[src/bhtg_pkg.sv]
// ============================================================================
// bhtg_pkg
// Shared types and constants of the breakpoint harmonic tone generator.
// ============================================================================
`timescale 1ns / 1ps
`default_nettype none

package bhtg_pkg;

    // input item modes
    localparam logic [1:0] MODE_TICK    = 2'd0;
    localparam logic [1:0] MODE_LOAD    = 2'd1;
    localparam logic [1:0] MODE_RESTART = 2'd2;

    // configuration register indexes
    localparam logic [1:0] CFG_SAMPLE_RATE = 2'd0;
    localparam logic [1:0] CFG_POINT_COUNT = 2'd1;

    localparam logic [17:0] SAMPLE_RATE_RESET = 18'd48000;
    localparam logic [17:0] MIN_SAMPLE_RATE   = 18'd1000;
    localparam logic [23:0] DEFAULT_FREQ      = 24'd112640;   // 440 Hz in Q16.8
    localparam logic [15:0] DEFAULT_GAIN      = 16'd16384;    // 0.5 in Q1.15
    localparam logic [23:0] COUNTER_MAX       = 24'hFFFFFF;

    typedef struct packed {
        logic [23:0] t;
        logic [23:0] f;
        logic [15:0] g;
    } bp_entry_t;

    typedef enum logic [4:0] {
        S_IDLE,
        S_RD0,
        S_CHK0,
        S_CHKL,
        S_SCAN,
        S_MUL_F,
        S_DST_F,
        S_DIV_F,
        S_MUL_G,
        S_DST_G,
        S_DIV_G,
        S_DST_P,
        S_DIV_P,
        S_SIN_RD,
        S_SIN_MUL,
        S_SIN_ACC,
        S_SCALE,
        S_ROUND
    } state_t;

    // Q15 weights of harmonics one to four
    function automatic logic signed [16:0] harm_weight(input logic [1:0] h);
        logic signed [16:0] w;
        unique case (h)
            2'd0:    w = 17'sd19661;
            2'd1:    w = 17'sd8192;
            2'd2:    w = 17'sd3277;
            default: w = 17'sd1638;
        endcase
        return w;
    endfunction

endpackage

`default_nettype wire

[src/bhtg_bp_mem.sv]
// ============================================================================
// bhtg_bp_mem
// Breakpoint store: one write port, one read port with registered data.
// ============================================================================
`timescale 1ns / 1ps
`default_nettype none

module bhtg_bp_mem
    import bhtg_pkg::*;
#(
    parameter int DEPTH = 8,
    localparam int AW = $clog2(DEPTH)
)(
    input  wire logic      clk,
    input  wire logic      we,
    input  wire logic [AW-1:0] waddr,
    input  wire bp_entry_t wdata,
    input  wire logic [AW-1:0] raddr,
    output bp_entry_t      rdata
);

    bp_entry_t mem [DEPTH];

    always_ff @(posedge clk)
    begin
        if (we)
        begin
            mem[waddr] <= wdata;
        end
        rdata <= mem[raddr];
    end

endmodule

`default_nettype wire

[config.mk]
export PLATFORM = sky130hd
export DESIGN_NAME = bhtg_bp_mem
export DESIGN_NICKNAME = d
export VERILOG_FILES = /design/src/bhtg_pkg.sv /design/src/bhtg_bp_mem.sv
export SDC_FILE = /design/constraint.sdc
export NUM_CORES = 1
export LEC_CHECK = 0
export ABC_AREA = 1
export BUFFER_PORTS_ARGS = -buffer_cell sky130_fd_sc_hd__buf_4
export CORE_MARGIN = 3
export CORE_UTILIZATION = 40
export DETAILED_ROUTE_END_ITERATION = 6
export GPL_ROUTABILITY_DRIVEN = 0
export PLACE_DENSITY_LB_ADDON = 0.15
export SLEW_MARGIN = 10
export SYNTH_ARGS = -nofsm -noshare
export SYNTH_HDL_FRONTEND = slang
export SYNTH_SLANG_ARGS = --single-unit
[constraint.sdc]
create_clock -name clk -period 8.9 [get_ports clk]
set_clock_uncertainty 0.15 [all_clocks]
set_input_delay 1.335 -clock clk [delete_from_list [all_inputs] [get_ports clk]]
set_output_delay 1.335 -clock clk [all_outputs]
set_load 0.05 [all_outputs]
==> results list <==
* Final-report setup violation count: 0
- DIE WIDTH: between 200 and 250 microns
* Insertion delay to the later sink of the worst-skew pair: 0.60 ns
- The global routing stage identified its most utilized layer as met2.
- Overall power consumption: 5.95 mW
* Synthesis-to-finish area growth: 14.8%
- Number of placed I/O pins: about 140
- The number of setup buffers added after CTS is 0.
- Number of instances resized during post-cts repair: 0
* Max-cap check violation count: 0
* Vias in the first global route: around 14,000
* Yosys warns: 0
- Path category of the worst min-delay check: flop to flop
* Synth Net Count: 2,366
- The first global-routing pass estimated just over 80,000 microns of wire.
- GRT Util Overall: 0.171
- The H-tree generated during clock tree synthesis spans 2 levels.
* Total power divided by cell area: approximately 220 nW/um^2
* CP Max Fanout: a little over 90
- The wire-length estimate of the detail-placed layout is ~27,000 microns.
- Number of hold violations in the final report: 0
- Synthesized netlist cell count: 2,294
- Of the cells placed in the final design, the portion with a size suffix greater than 1 is 0.102.
- Total DRC errors in the routed layout: 0
- Endpoint required time on the critical path: between 9 and 10 ns
- The initial antenna violation count came to 8.
* DIE AREA: approximately 62,000 sq um
- Data on the critical path arrives at its endpoint at 4.13 ns.
- Across all hold checks on the routed design, the worst slack comes to around 0.47 ns.
- TritonCTS built the clock tree.
- VDD sags by at most approximately 0.16 mV.
- In the final routed layout, each cell accounts on average for about 17 microns.
- After detailed placement, the design holds a cell count of 3,118.
- Counting the buffers created by CTS gives 60.
- Port bufs: about 140
- Counting distinct cell types in the post-synthesis netlist gives 12.
- Time the worst path needs with I/O delays and setup: approximately 3.8 ns
- For the pin with the worst max-slew slack, the measured transition is between 1 and 1.5 ns.
* Crit end category: flop
* Clock Tree Buf Depth: 3
- In this run the static leakage power is 12.4 nW.
- Cell at the root of the clock tree: sky130_fd_sc_hd__clkbuf_16
- Portion of synthesized cell area occupied by the leading cell type: 0.650
* DR pass1 iterations: 5
* Floorplan die height: 249 microns
- Biggest area consumer among synthesized cells: sky130_fd_sc_hd__edfxtp_1
- GR met2 Demand/Resource: 0.283
* Non-Filler Instances: between 3,000 and 4,000
- Final period util: 0.426
- DRC marker count from the first detailed-route iteration: approximately 860
- Headroom to the max-slew limit came out at 0.236.
- Row count: 88
- Entering global routing, the biggest net connects 97 pins.
* Critical Setup Path Class: primary input to flop
* Clock sinks: around 580
- Maximum clock rate: 264 MHz
- The worst setup path is launched from a primary input.
* Fin nets: about 2,500
- The detail route stage leaves a number of antenna-violating nets equal to 0.
* Pins over their slew limit: 0
* Via count normalized by instance count: between 4 and 5
- RSZ-0062 raised after global routing: no
* Result of the run: finished clean
- The region available for standard cell placement spans between 50,000 and 60,000 sq um.
- Met3 Use GR: 0.0337
- In this run the register-to-register setup slack is 7.79 ns.
- Summed negative setup slack over all endpoints: 0 ns
- The synthesized design contains 576 register bits.
- The routed design has 53,600 microns of wire.
- Buffers inserted to repair hold after CTS numbered 0.
- In the global route stage, met1 resource usage came out at 0.229.
- Sorting the synthesized cells by area gives the leading types as sky130_fd_sc_hd__edfxtp_1, sky130_fd_sc_hd__nand2_1, sky130_fd_sc_hd__inv_1, sky130_fd_sc_hd__dfxtp_1, sky130_fd_sc_hd__nand3_1.
* Netlist area before placement: 23,700 sq um
- Vias: ~15,000
- Seq/Total Area, Yosys: 0.704
- Total gr overflow: 0
* Avg Inst Size Synth: around 10 sq um
* Clock slew seen by the registers of the worst setup and hold paths: around 0.06 ns
- The initial utilization of the core area, before any placement, comes to 0.407.
==> power by group <==
part	switching (mW)	internal [mW]	total, mW
Combinational	0.353	0.136	0.489
Clock	0.978	1.40	2.38
Sequential	0.0319	3.05	3.09
Total	1.36	4.59	5.95
==> area by class of cell <==
type,count,area (sq um)
clock inverters,16,125
well taps,765,957
multi-input cells,1102,4520
clock buffers,92,1750
diodes,4,10.0
repair buffers,157,1180
fillers,5376,31000
flip-flops and latches,576,16700
inverters,518,1950
==> through the flow <==
step | util | worst slack [ns] | area (sq um)
4_1_cts | 0.467 | 5.12 | 27100
3_5_place_dp | 0.435 | 4.46 | 25300
2_1_floorplan | - | 4.11 | 23700
5_1_grt | 0.467 | 4.82 | 27100
3_3_place_gp | 0.435 | 4.50 | 25300
6_report | 0.467 | 5.11 | 27200
==> worst max-delay path: stages <==
cell,delay (ns)
sky130_fd_sc_hd__clkbuf_8,0.49
sky130_fd_sc_hd__buf_4,0.90
sky130_fd_sc_hd__buf_4,0.85
sky130_fd_sc_hd__nand2_1,0.13
sky130_fd_sc_hd__nand3_1,0.12
sky130_fd_sc_hd__nand2_1,0.07
sky130_fd_sc_hd__nand2_1,0.05
sky130_fd_sc_hd__nand2_1,0.07
==> cell families (layout without fill, tap and decap cells) <==
| logic type | after synthesis | after routing | synth area share |
|---|---|---|---|
| flops | 576 | 576 | 0.704 |
| simple gates | 1102 | 1102 | 0.188 |
| buf+inv | 616 | 783 | 0.108 |
| other cells | 0 | 4 | 0 |
==> state kept, by name (all words and copies together), names as in the netlist <==
register  cells
rdata        64
mem         512
==> worst paths after layout <==
kind               endpoint  cells past startpoint       start
setup / recovery  rdata[28]                      8    raddr[0]
setup reg to reg  rdata[45]                      6  mem[7][45]
hold reg to reg   rdata[34]                      6  mem[0][34]
hold / removal    rdata[34]                      6  mem[0][34]
==> placed cells by master, fill, tap and decap left out <==
master	synthesis	routed
sky130_fd_sc_hd__buf_4	18	156
sky130_fd_sc_hd__bufinv_16	0	2
sky130_fd_sc_hd__clkbuf_1	9	20
sky130_fd_sc_hd__clkbuf_16	0	61
sky130_fd_sc_hd__clkbuf_8	0	12
sky130_fd_sc_hd__clkinv_1	0	4
sky130_fd_sc_hd__clkinv_2	0	10
sky130_fd_sc_hd__dfxtp_1	64	64
sky130_fd_sc_hd__diode_2	0	4
sky130_fd_sc_hd__edfxtp_1	512	512
sky130_fd_sc_hd__inv_1	516	515
sky130_fd_sc_hd__inv_2	2	1
sky130_fd_sc_hd__inv_4	0	1
sky130_fd_sc_hd__inv_6	0	1
sky130_fd_sc_hd__nand2_1	838	838
sky130_fd_sc_hd__nand3_1	256	256
sky130_fd_sc_hd__nor2_4	0	8
==> Yosys cell counts (all sizes together) <==
cell type and number:
nand2 838, inv 518, edfxtp 512, nand3 256, buf 89, dfxtp 64
clkbuf 9, nor2 8
==> metal layers <==
metal	vias to the layer above	routed length, microns
met5	-	41
met4	6	1260
met3	87	2590
met2	255	25400
met1	6983	24400
li1	7357	-
Power figures use the tool's default switching activity.
