File: src/bhtg_pkg.sv
// ============================================================================
// bhtg_pkg
// Shared types and constants of the breakpoint harmonic tone generator.
// ============================================================================
`timescale 1ns / 1ps
`default_nettype none

package bhtg_pkg;

    // input item modes
    localparam logic [1:0] MODE_TICK    = 2'd0;
    localparam logic [1:0] MODE_LOAD    = 2'd1;
    localparam logic [1:0] MODE_RESTART = 2'd2;

    // configuration register indexes
    localparam logic [1:0] CFG_SAMPLE_RATE = 2'd0;
    localparam logic [1:0] CFG_POINT_COUNT = 2'd1;

    localparam logic [17:0] SAMPLE_RATE_RESET = 18'd48000;
    localparam logic [17:0] MIN_SAMPLE_RATE   = 18'd1000;
    localparam logic [23:0] DEFAULT_FREQ      = 24'd112640;   // 440 Hz in Q16.8
    localparam logic [15:0] DEFAULT_GAIN      = 16'd16384;    // 0.5 in Q1.15
    localparam logic [23:0] COUNTER_MAX       = 24'hFFFFFF;

    typedef struct packed {
        logic [23:0] t;
        logic [23:0] f;
        logic [15:0] g;
    } bp_entry_t;

    typedef enum logic [4:0] {
        S_IDLE,
        S_RD0,
        S_CHK0,
        S_CHKL,
        S_SCAN,
        S_MUL_F,
        S_DST_F,
        S_DIV_F,
        S_MUL_G,
        S_DST_G,
        S_DIV_G,
        S_DST_P,
        S_DIV_P,
        S_SIN_RD,
        S_SIN_MUL,
        S_SIN_ACC,
        S_SCALE,
        S_ROUND
    } state_t;

    // Q15 weights of harmonics one to four
    function automatic logic signed [16:0] harm_weight(input logic [1:0] h);
        logic signed [16:0] w;
        unique case (h)
            2'd0:    w = 17'sd19661;
            2'd1:    w = 17'sd8192;
            2'd2:    w = 17'sd3277;
            default: w = 17'sd1638;
        endcase
        return w;
    endfunction

endpackage

`default_nettype wire

File: src/bhtg_div.sv
// ============================================================================
// bhtg_div
// Restoring divider, one quotient bit per cycle, 24-bit divisor.
// ============================================================================
`timescale 1ns / 1ps
`default_nettype none

module bhtg_div
    import bhtg_pkg::*;
#(
    parameter int DW = 48
)(
    input  wire logic          clk,
    input  wire logic          rst_n,
    input  wire logic          start,
    input  wire logic [DW-1:0] dividend,
    input  wire logic [23:0]   divisor,
    output logic [DW-1:0]      quotient,
    output logic               done
);

    localparam int CNTW = $clog2(DW + 1);

    logic [DW-1:0]   quo_reg;
    logic [23:0]     rem_reg;
    logic [23:0]     dvs_reg;
    logic [CNTW-1:0] cnt_reg;
    logic            done_reg;
    logic [24:0]     rem_sh;
    logic            fit;

    assign rem_sh = {rem_reg, quo_reg[DW-1]};
    assign fit    = rem_sh >= {1'b0, dvs_reg};

    always_ff @(posedge clk or negedge rst_n)
    begin
        if (!rst_n)
        begin
            cnt_reg  <= '0;
            done_reg <= 1'b0;
        end
        else if (start)
        begin
            cnt_reg  <= CNTW'(DW);
            done_reg <= 1'b0;
        end
        else if (cnt_reg != '0)
        begin
            cnt_reg  <= cnt_reg - CNTW'(1);
            done_reg <= (cnt_reg == CNTW'(1));
        end
        else
        begin
            done_reg <= 1'b0;
        end
    end

    always_ff @(posedge clk)
    begin
        if (start)
        begin
            quo_reg <= dividend;
            rem_reg <= '0;
            dvs_reg <= divisor;
        end
        else if (cnt_reg != '0)
        begin
            // shift in next dividend bit, subtract when it fits
            rem_reg <= fit ? 24'(rem_sh - {1'b0, dvs_reg}) : rem_sh[23:0];
            quo_reg <= {quo_reg[DW-2:0], fit};
        end
    end

    assign quotient = quo_reg;
    assign done     = done_reg;

endmodule

`default_nettype wire

File: config.mk
export PLATFORM = sky130hd
export DESIGN_NAME = bhtg_div
export DESIGN_NICKNAME = d
export VERILOG_FILES = /design/src/bhtg_pkg.sv /design/src/bhtg_div.sv
export SDC_FILE = /design/constraint.sdc
export NUM_CORES = 1
export LEC_CHECK = 0
export ABC_CLOCK_PERIOD_IN_PS = 7300
export BUFFER_PORTS_ARGS = -buffer_cell sky130_fd_sc_hd__buf_2
export CAP_MARGIN = 5
export CORE_ASPECT_RATIO = 1.75
export CORE_MARGIN = 4
export CORE_UTILIZATION = 30
export CTS_CLUSTER_DIAMETER = 60
export CTS_CLUSTER_SIZE = 28
export DETAILED_ROUTE_END_ITERATION = 16
export SYNTH_ARGS = -nofsm -noshare
export SYNTH_HDL_FRONTEND = slang
export SYNTH_SLANG_ARGS = --single-unit
File: constraint.sdc
create_clock -name clk -period 7.3 [get_ports clk]
set_input_delay 0.365 -clock clk [delete_from_list [all_inputs] [get_ports clk]]
set_output_delay 0.365 -clock clk [all_outputs]
set_load 0.01 [all_outputs]
==> reports/metrics.cfg, run 1 <==
[status]
outcome = complete, no violations

[placed_design]
place_congestion = 0.872
port_buffers = 123
hpwl_mm = 9.70
place_ws_ns = 4.08

[setup_path]
startpoint_type = flip-flop
arrival_ns = 3.45
cp.required_ns = 7.54
rr_startpoint = dvs_reg[1]$_DFFE_PP_
crit_start = dvs_reg[1]$_DFFE_PP_
critPathMaxFanout = 25
critical_path_class = flip-flop to flip-flop
critPathCaptureType = flip-flop

[timing]
finalWorstSetupSlack_ns = 4.09
drv_slew = 0
hold_viol = 0
whs_ns = 0.186
fin_crit_ns = 3.21
relSlewSlack_pct = 31.2
timing.setup.tns_ns = 0
fin_crit_sh_pct = 44.0
setup_viol = 0
rsz0062_at_grt = false
tightest_slew_ns = 1.03
clock.fmax_mhz = 312
skew_ns = 0.00995

[clocking]
cts_tree = done
cts_buffers = 9
cts-root-buf = clkbuf_16
clkSinkCount = 103
clock_latency_ns = 0.35
clk_pin_slew_ns = 0.08
cts_buffer_depth = 2
cts_resized = 0
h-tree-depth = 3

[floorplan]
start_util_pct = 30.7
row_count = 64
die_area_sq_mm = 0.0203
dieWidth_microns = 109
fp.coreArea_sq_mm = 0.0176
boundaryPins = 124
die_h_microns = 185

[yosys]
synth_edf_count = 72
syn_avg_cell_area_sq_um = 11.4
yosysWarningCount = 0
synth_async_sr_flop_share_pct = 6.80
synth_cells = 475
yosysUniqueCellTypes = 59
synth_top_cell_by_area = edfxtp_1
netlist.area_leader.share_pct = 40.0
netlist_area_sq_mm = 0.00540
synth.ff_latch_count = 103
synth_fp_nets = 577
synth-main-ff-cell = edfxtp_1
ys_top_cells_by_area = edfxtp_1 (40%), mux2_2 (10%), dfxtp_1 (8.9%), ha_1 (6.0%), nand3_1 (3.6%)
ys_seq_area_share_pct = 52.2

[pwr]
power_density_mw_per_mm2 = 318
power_leakage_nw = 2.81
report.power.total_mw = 2.08
peakVddDrop_mv = 0.141

[finish]
syn2layout_area_growth_pct = 21.2
antenna_cells = 0
fillers = 1854
multiInputGateArea_sq_mm = 0.00237
largest_register_ffs = 48
num-nets-final = 696
regArea_sq_mm = 0.00282
drive_gt1_share_pct = 33.7

[worst_hold_path]
hold_start = divisor[5]
worstHoldPathType = input pin to flip-flop

[global_routing]
grt_remaining_overflow = 0
grt_pass1_vias = 4386
track_usage_pct = 13.4
grt_start_max_net_pins = 55
grt_pass1_wl_mm = 21.5
antenna_found_initial = 0

[drt]
dr.first_iter.drc_count = 182
wl_mm = 13.2
drc = 0
vias = 4127
viasPerCell = 4.97
routedWlPerCell_microns = 15.9
ant_nets = 0
firstDrtPassIters = 4

[run]
drv_cap = 0

report_power, final:
part / total (mW) / switching [mW] / leakage, nW / internal (mW)
clock network: 0.478 / 0.239 / 0.144 / 0.240
logic: 0.788 / 0.465 / 1.64 / 0.323
registers: 0.815 / 0.0747 / 1.02 / 0.740
total: 2.08 / 0.778 / 2.81 / 1.30
kinds of logic (layout without fill, tap and decap cells):
logic type	after synthesis	count (layout)	synth area share, %
AND/OR/NAND/NOR	131	131	12.4
flip-flops	103	103	52.2
AO/OA/AOI/OAI	92	92	11.6
buffers and inverters	54	178	4.05
multiplexers	53	53	10.9
adder cells (fa/ha/maj)	27	27	6.39
XOR/XNOR	15	15	2.43
final cells by class:
cell class / count / share of cell area, %
flip-flops and latches: 103 / 43.0
multi-input cells: 318 / 36.3
repair buffers: 126 / 9.82
well taps: 231 / 4.41
clock buffers: 9 / 3.44
inverters: 36 / 2.06
clock inverters: 7 / 0.955
timing repair:
| action | CTS | global route |
|---|---|---|
| hold buffers | 1 | 0 |
| hold endpoints to repair | 7 | 0 |
| setup buffers | 0 | 0 |
critical path: stages, from the launching register on:
cell and delay [ns]:
edfxtp_1 0.43, inv_1 0.08, ha_1 0.23, nor2b_1 0.14
o31a_1 0.30, o211ai_1 0.23, nand3_2 0.13, a221oi_2 0.34
o21a_1 0.83, mux2i_1 0.17, a22o_1 0.23
cell usage in the layout, fill, tap and decap left out, types with 3 or more instances in the layout:
| master | synthesis | layout |
|---|---|---|
| a211o_1 | 3 | 3 |
| a21o_1 | 7 | 7 |
| a21oi_1 | 26 | 25 |
| a32oi_1 | 9 | 9 |
| buf_2 | 1 | 122 |
| buf_4 | 2 | 3 |
| clkbuf_16 | 0 | 9 |
| dfrtp_1 | 7 | 7 |
| dfxtp_1 | 24 | 24 |
| edfxtp_1 | 72 | 72 |
| ha_1 | 26 | 26 |
| inv_1 | 36 | 35 |
| mux2_2 | 48 | 48 |
| mux2i_1 | 5 | 5 |
| nand2_1 | 30 | 30 |
| nand2b_1 | 5 | 5 |
| nand3_1 | 39 | 39 |
| nand4_1 | 5 | 5 |
| nor2_1 | 22 | 22 |
| nor2b_1 | 4 | 4 |
| nor3_1 | 8 | 8 |
| o21a_1 | 7 | 7 |
| o21ai_0 | 11 | 11 |
| o21ai_1 | 5 | 5 |
| o31ai_1 | 3 | 3 |
| xnor2_1 | 8 | 8 |
| xor2_1 | 7 | 7 |
metrics by stage:
step                      area, sq um  utilization, %  std cells
after floorplan                  5400               -        475
after global placement           6250            35.5        813
after detailed placement         6250            35.5        813
after CTS                        6550            37.2        830
after global routing             6550            37.2        830
final                            6550            37.2        830
Yosys cell counts, drive strengths merged (3+ instances only):
| cell type | number |
|---|---|
| o21a | 7 |
| dfxtp | 24 |
| mux2 | 48 |
| nor2 | 24 |
| nor3 | 9 |
| nand4 | 6 |
| a211o | 3 |
| edfxtp | 72 |
| a221oi | 3 |
| a21o | 7 |
| clkbuf | 12 |
| o21ai | 17 |
| inv | 36 |
| nand2 | 30 |
| o31ai | 3 |
| nand2b | 5 |
| ha | 26 |
| buf | 6 |
| dfrtp | 7 |
| nor2b | 4 |
| xor2 | 7 |
| mux2i | 5 |
| a21oi | 26 |
| xnor2 | 8 |
| nand3 | 40 |
| a32oi | 9 |
worst paths after layout:
check	cells past startpoint	to	slack [ns]
min in group asynchronous	2	done$_DFF_PN0_	0.37
worst min register to register	2	rem_reg[3]$_SDFFE_PP0P_	0.50
worst max register to register	10	rem_reg[0]$_SDFFE_PP0P_	4.09
worst min-delay path	1	dvs_reg[5]$_DFFE_PP_	0.19
worst max-delay path	10	rem_reg[0]$_SDFFE_PP0P_	4.09
max in group asynchronous	2	cnt_reg[0]$_DFFE_PN0P_	6.77
metal layers:
layer | track usage, % | part of all wire (%)
met1 | 14.2 | 38
met4 | 5.09 | 1.8
met3 | 4.17 | 6.9
met2 | 24.4 | 53
met5 | 0 | 0
Power figures use the tool's default switching activity.
==> run 2, diff against run 1 <==
- ABC_CLOCK_PERIOD_IN_PS: 7300 -> 3100
- clock period: 7.3 -> 3.1 ns (I/O delays scaled with it)
==> run 2 against run 1 <==
Net effect: non-clock buffer count is 30 higher; clock skew is 0.00065 ns lower; sequential cell count stayed put; utilization is 1.7 points higher; register-to-register slack worse by 3.8 ns; combinational power is 150% higher; first-iteration DRC count is 14% lower; wire length is 2.9% higher; critical path depth stayed put; worst setup slack worse by 3.8 ns; critical endpoint is now rem_reg[20]$_SDFFE_PP0P_; largest power group is now combinational cells.
==> reports/metrics.cfg, run 2 (synthesis results as in run 1) <==
[status]
outcome = complete, no violations

[worst_hold_path]
worstHoldPathType = input pin to flip-flop

[timing]
setup_viol = 0  ; unchanged
fin_crit_sh_pct = 91.8  ; +48 points
relSlewSlack_pct = 58.9  ; +28 points
tightest_slew_ns = 0.617  ; -0.413 ns
fin_crit_ns = 2.85  ; -0.364 ns
rsz0062_at_grt = false
clock.fmax_mhz = 351  ; +13%
hold_viol = 0  ; unchanged
drv_slew = 0  ; unchanged
skew_ns = 0.00931  ; -0.000649 ns
timing.setup.tns_ns = 0  ; unchanged

[global_routing]
grt_remaining_overflow = 0  ; unchanged
grt_pass1_vias = 4669  ; +6.5%
grt_start_max_net_pins = 48  ; -13%
antenna_found_initial = 0  ; unchanged
grt_pass1_wl_mm = 22.1  ; +2.6%
track_usage_pct = 13.6  ; +0.20 points

[clocking]
clk_pin_slew_ns = 0.07  ; about the same
clkSinkCount = 103  ; unchanged
cts_hold_buf = 24  ; +23
cts_resized = 0  ; unchanged
h-tree-depth = 3  ; unchanged
cts_buffers = 9  ; unchanged
cts-root-buf = clkbuf_16
post-cts-setup-buffers = 0  ; unchanged
clock_latency_ns = 0.35  ; about the same
cts_tree = done
cts_buffer_depth = 2  ; unchanged

[pwr]
switching_power_mw = 1.84  ; +140%
p_seq_share_pct = 38.0  ; -1.2 points
swShare_pct = 36.5  ; -0.93 points
pwr-share-clk_pct = 23.4  ; +0.4 points
power_density_mw_per_mm2 = 737  ; +130%
report.power.total_mw = 5.04  ; +140%
peakVddDrop_mv = 0.437  ; +210%
p_int_mw = 3.20  ; +150%
p_comb_share_pct = 38.6  ; +0.7 points
power_leakage_nw = 2.94  ; +4.6%

[setup_path]
critPathMaxFanout = 5  ; -80%
crit_chain = inv_1 -> ha_1 -> fa_1 -> nand2b_1 -> a21oi_1 -> a221oi_2 -> a21oi_1 -> a221oi_1 -> a311oi_1 -> o21ai_1
path_buf_inv = 1  ; unchanged
cpLargestDelayFamily = compound AO/OA/AOI/OAI gates
worst_path_max_delay_cell = a21oi_1
cp.required_ns = 3.33  ; -4.21 ns
cp_common_cell = a21oi_1
critPathCaptureType = flip-flop
critical_path_class = flip-flop to flip-flop
arrival_ns = 3.08  ; -0.37 ns
startpoint_type = flip-flop
cpPeakStageDelay_ns = 0.42  ; -0.41 ns

[finish]
num-nets-final = 726  ; +4.3%
layout_common_cells = buf_2 (122), edfxtp_1 (72), mux2_2 (48)
drive_gt1_share_pct = 33.1  ; -0.65 points
syn2layout_area_growth_pct = 26.7
layout_commonest_cell = buf_2
antenna_cells = 0  ; unchanged
fin_util_pct = 38.8  ; +1.7 points
final_cells = 860  ; +3.6%
largest_register_ffs = 48  ; unchanged

[drt]
dr.first_iter.drc_count = 156  ; -14%
drc = 0  ; unchanged
vias = 4302  ; +4.2%
routedWlPerCell_microns = 15.8  ; -0.72%
wl_mm = 13.6  ; +2.9%
viasPerCell = 5.00  ; +0.60%
ant_nets = 0  ; unchanged
firstDrtPassIters = 4  ; unchanged

[floorplan]
fp.coreArea_sq_mm = 0.0176  ; unchanged
boundaryPins = 124  ; unchanged
die_area_sq_mm = 0.0203  ; unchanged
start_util_pct = 30.7  ; unchanged
die_h_microns = 185  ; unchanged
dieWidth_microns = 109  ; unchanged
row_count = 64  ; unchanged

[placed_design]
hpwl_mm = 10.2  ; +5.1%
place_congestion = 0.860  ; -1.5%
port_buffers = 123  ; unchanged
dp_cells = 820  ; +0.86%

[run]
drv_cap = 0  ; unchanged

==> run 2: metal layers <==
| layer | track usage (%) | part of all wire [%] | wire length [microns] | up-vias |
|---|---|---|---|---|
| li1 | - | - | - | 2060 |
| met4 | 5.99 | 3.2 | 431 | 0 |
| met3 | 2.99 | 5.7 | 777 | 30 |
| met1 | 14.5 | 38 | 5130 | 2058 |
| met5 | 0 | 0 | 0 | - |
| met2 | 25.1 | 53 | 7220 | 154 |
==> run 2: power groups by stage <==
stage	clock network [mW]	registers, mW	logic (mW)
after floorplan	0	1.94	1.40
after global placement	0	1.94	1.88
after detailed placement	0	1.94	1.93
after CTS	1.21	1.92	1.96
after global routing	1.26	1.95	2.15
final	1.18	1.92	1.95
==> run 2: area by class of cell <==
class	count	area [sq um]
Fill cell	1779	10800
Sequential cell	103	2820
Clock inverter	7	81.3
Clock buffer	9	225
Tap cell	231	289
Inverter	36	135
Multi-Input combinational cell	318	2370
Timing Repair Buffer	156	926
==> run 2: per-stage QoR <==
step / area [sq um] / hold WS [ns] / setup slack [ns]
after floorplan: 5400 / -0.141 / 0.632
after global placement: 6290 / -0.00293 / 0.420
after detailed placement: 6290 / 0.00728 / 0.284
after CTS: 6840 / 0.0142 / 0.265
after global routing: 6840 / 0.00876 / 0.0106
final: 6840 / 0.00392 / 0.254
==> run 2: worst paths after layout <==
path / from / slack, ns / endpoint / depth (start not counted)
max in group asynchronous: rst_n / 2.75 / cnt_reg[0]$_DFFE_PN0P_ / 2
min in group asynchronous: rst_n / 0.17 / cnt_reg[3]$_DFFE_PN0P_ / 2
hold / removal: divisor[13] / 0.004 / dvs_reg[13]$_DFFE_PP_ / 1
setup reg to reg: quotient[47]$_DFFE_PP_ / 0.25 / rem_reg[20]$_SDFFE_PP0P_ / 10
hold reg to reg: rem_reg[13]$_SDFFE_PP0P_ / 0.50 / rem_reg[13]$_SDFFE_PP0P_ / 2
setup / recovery: quotient[47]$_DFFE_PP_ / 0.25 / rem_reg[20]$_SDFFE_PP0P_ / 10
==> run 2: worst reg2reg max path, stage by stage, from the launching register on <==
cell and delay (ns):
edfxtp_1 0.35, inv_1 0.06, ha_1 0.22, fa_1 0.39
nand2b_1 0.18, a21oi_1 0.36, a221oi_2 0.15, a21oi_1 0.42
a221oi_1 0.20, a311oi_1 0.30, o21ai_1 0.09
